<file path="src/rtl/ctnt_ram.sv">
// generic single write port, single read port ram with registered read
// no dependencies
`timescale 1ns / 1ps
`default_nettype none

module ctnt_ram #(
    parameter int WIDTH = 8,
    parameter int DEPTH = 16
) (
    input  wire logic                     clk,
    input  wire logic                     wr_en,
    input  wire logic [$clog2(DEPTH)-1:0] wr_addr,
    input  wire logic [WIDTH-1:0]         wr_data,
    input  wire logic [$clog2(DEPTH)-1:0] rd_addr,
    output logic      [WIDTH-1:0]         rd_data
);

    logic [WIDTH-1:0] mem [DEPTH];

    // write port and registered read port
    always_ff @(posedge clk)
    begin
        if (wr_en)
        begin
            mem[wr_addr] <= wr_data;
        end
        rd_data <= mem[rd_addr];
    end

endmodule

`default_nettype wire

</file>
<file path="config.mk">
export PLATFORM = sky130hd
export DESIGN_NAME = ctnt_ram
export DESIGN_NICKNAME = d
export VERILOG_FILES = /design/src/rtl/ctnt_ram.sv
export SDC_FILE = /design/constraint.sdc
export NUM_CORES = 1
export LEC_CHECK = 0
export ABC_AREA = 1
export BUFFER_PORTS_ARGS = -buffer_cell sky130_fd_sc_hd__clkbuf_2
export CAP_MARGIN = 25
export CORE_MARGIN = 2
export CORE_UTILIZATION = 40
export CTS_BUF_LIST = sky130_fd_sc_hd__clkbuf_4 sky130_fd_sc_hd__clkbuf_8
export DETAILED_ROUTE_END_ITERATION = 8
export REMOVE_ABC_BUFFERS = 1
export SLEW_MARGIN = 20
export SYNTH_ARGS = -nofsm -noshare
export SYNTH_HDL_FRONTEND = slang
export SYNTH_SLANG_ARGS = --single-unit
</file>
<file path="constraint.sdc">
create_clock -name clk -period 1.6 [get_ports clk]
set_input_delay 0.32 -clock clk [delete_from_list [all_inputs] [get_ports clk]]
set_output_delay 0.32 -clock clk [all_outputs]
set_load 0.02 [all_outputs]
</file>
Word-level counts from Yosys, hierarchy flattened:

Memories as Yosys holds them, arrays and structs flattened. A register that Yosys moved wholly into a read port is not among the register bits.
Index checks and enable logic that the tools add are counted.

* flip-flop bits (word level): 0
* bits in latches: 0
* bits in writable memories: 128
* ROM bits: 0
* input bits: 18
* word-level logic and storage cells: 3
* memories kept: 1

* $add $sub $neg: 0
* multipliers: 0
* div/mod/pow operators: 0
* $lt $le $gt $ge: 0
* equality and inequality tests: 0
* shifts and indexed selects: 0
* muxes and demuxes: 2
* bitwise logic cells: 0
* reductions and logical operators: 0

Memories
* mem: depth 16, bits a word 8, rd ports 1, clocked after Yosys merged registers in 1, wr ports 1, RTL line 18 `logic [WIDTH-1:0] mem [DEPTH];`

Operators with widths (count)
* 2-to-1 mux 1 bit: 2

Logic depth before layout (Yosys ltp):

Gate-level depths: netlist (run 1).

* depth in word-level cells: 2
* gate-level depth with buffers: 8
* mapped depth without buffers: 7

Least setup slack after synthesis (run 1):

OpenSTA, ideal clock, no wires.

* path kind: input to register
* start: in wr_addr[2]
* end: mem mem[10][0], enable pin
* setup time: 370 ps
* arrival time: 901 ps
* data required time: 1230 ps
* path slack: 329 ps
* stages on the path: 2
* path buffers: 0
* cell sequence: nand3b_1 > nor2_1

RTL lines
* from (decl): RTL line 12 `input wire logic [$clog2(DEPTH)-1:0] wr_addr,`
* to (decl): RTL line 18

Straight into the memory's write port.

Final worst setup path (run 1):

* start: reg rd_data[2], read port of mem
* end: out rd_data[2]

RTL lines
* from (decl): RTL line 15 `output logic [WIDTH-1:0] rd_data`

No word-level cell between the ends.

==> flow_summary.ini, run 1 <==
[critical_path]
critPathSlowestCell = sky130_fd_sc_hd__dfxtp_1
worst_ep_required_time_ns = 1.28
startpoint_kind_of_the_worst_setup_timing_path = flip-flop
r2r_setup_slack_ns = 0.63
critical_path_startpoint = rd_data[2]
critical_path.cell_chain = clkbuf_2
worst-path-buf-inv = 1
critPathKind = reg2out
reg2regPathDepth = 6
crit_arrival_ns = 1.02
crit_path_max_fanout = 1
cpLargestDelayFamily = flip-flops
critical-path-max-stage-delay_ns = 0.38
r2r_start = mem[15][2]
crit_path_end_kind = primary output
crit-reg2reg-capture = rd_data[2]

[cts]
htree_levels = 4
post-cts-setup-buffer-count = 0
cts_root_buf = sky130_fd_sc_hd__clkbuf_8
cts-resized-gates = 0
clock_tree.buffer_depth = 2
numCtsBuffers = 17
cts-hold-fix-buffers = 0
clk_transition_reported_paths_ns = 0.08
clock_insertion_delay_worst_skew_ns = 0.44
cts_tree = yes
numClockSinks = 136

[finish]
layout.filler_cells = 1333
post_route_cells_drive_above_1_share_pct = 13.5
syn2layout_area_growth_pct = 14.5
final_net_count = 613
post_layout_nonfiller_instances = 788
antenna_cells = 0
final_util_pct = 47.2

[timing]
relSlewSlack_pct = 56.2
fmax_mhz = 747
fin_crit_ns = 1.34
timing_worst_slew_pin_value_ns = 0.656
setup_total_negative_slack_ns = 0
final_max_slew_viol_count = 0
setup-violations-final = 0
timing_hold_violations_final = 0
post-route-period-util_pct = 83.7
final.setup_skew_ns = 0.00829
grt_setup_unrepaired = no

[hold_path]
hold-path-endpoint = rd_data[7]
hp-start = rd_addr[2]
holdCritPathClass = in2reg
cell_depth_of_the_worst_hold_path = 4

[grt]
grt_pass1_vias = 3608
first_pass_grt_wire_length_um = 19800
grt_start_max_net_pins = 55
groute.usage.overall_pct = 17.9
global_route.overflow_total = 0
grt_antenna_before_repair = 0

[job]
max_cap_violations = 0

[pwr]
vdd.ir_drop.worst_mv = 0.675
p_per_area_nw_per_um2 = 1140
tot_pwr_mw = 7.54
static-leakage-power_nw = 2.86

[synthesis]
postSynthCellCount = 551
synth_sequential_area_ratio_pct = 69.4
mapped_cell_area_um2 = 5770
synth_area_per_cell_um2 = 10.5
synth_top_family_by_area = simple AND/OR/NAND/NOR gates
ys_seq_elements = 136
synth_simple_gate_area_share_pct = 21.0
synth.yosys.warnings = 0
adder_and_majority_cell_fraction_of_the_synthesized_area_pct = 0
yosysTopAreaCell = sky130_fd_sc_hd__edfxtp_1
synth_xor_area_share_pct = 0
synth_mux_area_share_pct = 0
synth_top_area_share_pct = 66.7
unique_masters_post_synth = 12
ys_top_cells_by_area = sky130_fd_sc_hd__edfxtp_1 (67%), sky130_fd_sc_hd__nand2_1 (11%), sky130_fd_sc_hd__nand3_1 (8.4%)
synth-compound-area-share_pct = 0

[route]
routed_wl_um = 12500
post_drt_wl_per_cell_um = 15.8
via_count = 3749
met3RoutedLength_um = 561
route.detailed.vias_per_inst = 4.76
met2RoutedLength_um = 6040
drt_drc_violations_left = 0
drt-met1-wl_um = 5620
drt_first_pass_iters = 4
highest_layer = met4
first_iter_violations = 244
postRouteAntennaNets = 0

[die]
design.die.area_um2 = 15400
core.rowCount = 43
io_pins = 26
placeableCoreArea_um2 = 14000
dieWidth_um = 124
fp.dieH_um = 124
initial_core_util_pct = 41.2

[placement]
placed_cells = 756
port-buffer-count = 25
dp.final_hpwl_um = 8220
gp_congestion = 0.834

[run_status]
status = completed
routing by layer:
metal,track usage (%),up-vias
met4,7.30,0
met2,27.8,86
met5,0,-
met1,24.3,1790
li1,-,1856
met3,4.08,17
sequential cells by signal, summed over array words and instances, names as in the netlist:
| signal | cells |
|---|---|
| mem | 128 |
| rd_data | 8 |
how the worst max path moves through the flow:
| stage | endpoint | slack, ns | cells past startpoint |
|---|---|---|---|
| after floorplan | rd_data[2] | 0.30 | 6 |
| after global placement | rd_data[4] | 0.13 | 8 |
| after detailed placement | rd_data[4] | 0.12 | 6 |
| after CTS | rd_data[2] | 0.23 | 1 |
| after global routing | rd_data[2] | 0.22 | 1 |
| final | rd_data[2] | 0.26 | 1 |
logic make-up (layout without fill, tap and decap cells):
family        Yosys count  after routing
flops                 136            136
simple gates          289            289
buf+inv               126            183
Yosys cell counts:
| master | instances |
|---|---|
| sky130_fd_sc_hd__dfxtp_1 | 8 |
| sky130_fd_sc_hd__nor2_1 | 17 |
| sky130_fd_sc_hd__inv_1 | 100 |
| sky130_fd_sc_hd__nand3b_1 | 2 |
| sky130_fd_sc_hd__nand3_1 | 97 |
| sky130_fd_sc_hd__edfxtp_1 | 128 |
| sky130_fd_sc_hd__buf_1 | 1 |
| sky130_fd_sc_hd__buf_6 | 6 |
| sky130_fd_sc_hd__buf_2 | 13 |
| sky130_fd_sc_hd__buf_4 | 4 |
| sky130_fd_sc_hd__inv_2 | 2 |
| sky130_fd_sc_hd__nand2_1 | 173 |
layout make-up:
type,count,area [um^2],area share (%)
timing repair buffer,49,343,5.19
tap,180,225,3.41
multi-input combinational,289,1210,18.4
sequential,136,4000,60.6
inverter,102,383,5.80
clock inverter,15,203,3.07
clock buffer,17,234,3.54
power by group:
part	switching [mW]	total (mW)	internal, mW
logic	0.353	0.505	0.152
registers	0.0278	4.01	3.98
clock network	1.33	3.03	1.70
total	1.71	7.54	5.83
stage by stage:
| step | hold slack (ns) | setup WS (ns) | instance area [um^2] |
|---|---|---|---|
| detailed placement | 0.651 | 0.116 | 6170 |
| global placement | 0.660 | 0.134 | 6170 |
| global route | 0.272 | 0.223 | 6610 |
| finish | 0.256 | 0.262 | 6610 |
| floorplan | 0.419 | 0.300 | 5600 |
| CTS | 0.238 | 0.234 | 6610 |
layout by cell type (no fill, tap or decap), drive strengths merged:
| cell type | instances |
|---|---|
| dfxtp | 8 |
| nand3b | 2 |
| nor2 | 17 |
| nand2 | 173 |
| buf | 24 |
| clkinvlp | 4 |
| bufinv | 4 |
| inv | 103 |
| clkinv | 6 |
| clkbuf | 42 |
| edfxtp | 128 |
| nand3 | 97 |
No activity file was read; power rests on OpenSTA's default activity.
==> run 2, diff against run 1 <==
==> constraint.sdc (replaced) <==
create_clock -name clk -period 1.15 [get_ports clk]
set_input_delay 0.23 -clock clk [delete_from_list [all_inputs] [get_ports clk]]
set_output_delay 0.23 -clock clk [all_outputs]
set_load 0.02 [all_outputs]
==> run 2 against run 1 <==
  * The run now ends with setup timing left
  * Register-to-register slack worse by 0.45 ns
  * Clock-buffer cell count unchanged
  * Sequential power up 39%
  * Critical endpoint is now rd_data[0]
  * Largest cell class unchanged
==> flow_summary.ini, run 2 (synthesis gave the netlist of run 1 again) <==
[timing]
timing_hold_violations_final = 0
relSlewSlack_pct = 72.5
grt_setup_unrepaired = yes
fmax_mhz = 863
fin_crit_ns = 1.16
final_max_slew_viol_count = 0
post-route-period-util_pct = 101
setup-violations-final = 1
final.setup_skew_ns = 0.0109
post-route-worst-setup-slack_ns = -0.00811
setup_total_negative_slack_ns = -0.00811
timing_worst_slew_pin_value_ns = 0.412

[pwr]
power.share.sequential_pct = 52.2
vdd.ir_drop.worst_mv = 0.945
share_comb_of_total_power_pct = 7.5
tot_pwr_mw = 10.7
net_load_switching_power_mw = 2.32
power.internal_mw = 8.39
static-leakage-power_nw = 2.94
p_per_area_nw_per_um2 = 1580
power.share.switching_pct = 21.7
power.share.clock_pct = 40.3

[placement]
post-place-ws_ns = -0.119
port-buffer-count = 25
placed_cells = 763
dp.final_hpwl_um = 8520
gp_congestion = 0.831

[critical_path]
critPathKind = reg2out
worst_ep_required_time_ns = 0.92
worst-path-buf-inv = 1
critical-path-max-stage-delay_ns = 0.37
crit_arrival_ns = 0.93
cpLargestDelayFamily = flip-flops
startpoint_kind_of_the_worst_setup_timing_path = flip-flop
crit_path_max_fanout = 1
crit_path_end_kind = primary output
critPathSlowestCell = sky130_fd_sc_hd__dfxtp_2
critical_path.cell_chain = buf_8

[die]
core.rowCount = 43
fp.dieH_um = 124
dieWidth_um = 124
placeableCoreArea_um2 = 14000
io_pins = 26
design.die.area_um2 = 15400
initial_core_util_pct = 41.2

[cts]
cts_tree = yes
clock_insertion_delay_worst_skew_ns = 0.45
cts_root_buf = sky130_fd_sc_hd__clkbuf_8
numClockSinks = 136
numCtsBuffers = 17
post-cts-setup-buffer-count = 0
htree_levels = 4
clk_transition_reported_paths_ns = 0.07
clock_tree.buffer_depth = 2

[route]
first_iter_violations = 246
drt_first_pass_iters = 5
postRouteAntennaNets = 0
route.detailed.vias_per_inst = 4.81
via_count = 3821
drt_drc_violations_left = 0
routed_wl_um = 12500
post_drt_wl_per_cell_um = 15.7

[grt]
global_route.overflow_total = 0
globalRouteMet2Util_pct = 30.2
use_met1_pct = 21.4
grt_pass1_vias = 3663
grt_use_met3_pct = 3.94
groute.usage.overall_pct = 17.7
grt_most_used_layer = met2
grt_antenna_before_repair = 0
first_pass_grt_wire_length_um = 19400
grt_start_max_net_pins = 24

[run_status]
failing_checks = setup timing
status = finished with violations

[hold_path]
holdCritPathClass = in2reg

[finish]
final_util_pct = 48.5
antenna_cells = 0
syn2layout_area_growth_pct = 17.7
top_regs = mem: 128 flops, rd_data: 8 flops
layout_common_cells = sky130_fd_sc_hd__nand2_1 (173), sky130_fd_sc_hd__edfxtp_1 (128), sky130_fd_sc_hd__inv_1 (100)
layout_commonest_cell = sky130_fd_sc_hd__nand2_1
post_layout_nonfiller_instances = 795
final_net_count = 620
register_with_the_most_flip_flops = mem
largest_register_ffs = 128
post_route_cells_drive_above_1_share_pct = 15.6

[job]
max_cap_violations = 0
## run 2: layout make-up
class                   instances  area (um^2)
repair buffers                 56          513
multi-input cells             289         1210
clock buffers                  17          234
fillers                      1283         7200
well taps                     180          225
inverters                     102          383
flip-flops and latches        136         4010
clock inverters                15          208
## run 2: power groups by stage
stage	Sequential (mW)	Clock, mW	Combinational, mW
after floorplan	5.71	0	0.299
after global placement	5.68	0	0.736
after detailed placement	5.68	0	0.749
final	5.59	4.32	0.804
after CTS	5.58	4.38	0.799
after global routing	5.60	4.57	0.886
## run 2: through the flow
stage | hold slack (ns) | instance area, um^2
5_1_grt | 0.236 | 6790
4_1_cts | 0.211 | 6780
3_3_place_gp | 0.647 | 6260
3_5_place_dp | 0.647 | 6260
2_1_floorplan | 0.329 | 5600
6_report | 0.224 | 6790
## run 2: worst paths after layout
check | start | to | slack, ns | depth (start not counted)
setup / recovery | rd_data[0] | rd_data[0] | -0.008 | 1
hold / removal | rd_addr[3] | rd_data[0] | 0.22 | 4
setup reg to reg | mem[1][2] | rd_data[2] | 0.18 | 6
hold reg to reg | mem[12][1] | rd_data[1] | 0.66 | 6
## run 2: per-layer routing
| layer | vias to the layer above | wire (um) |
|---|---|---|
| met3 | 14 | 496 |
| met2 | 92 | 6450 |
| met1 | 1845 | 5330 |
| li1 | 1870 | - |
| met5 | - | 0 |
| met4 | 0 | 226 |
## run 2: what timing repair did
action,4_1_cts,5_1_grt
hold endpoints to repair,0,0
gates resized for setup,24,8
endpoints found under the setup margin,8,8
hold buffers,0,0
gates cloned,0,0
pin swaps,0,0
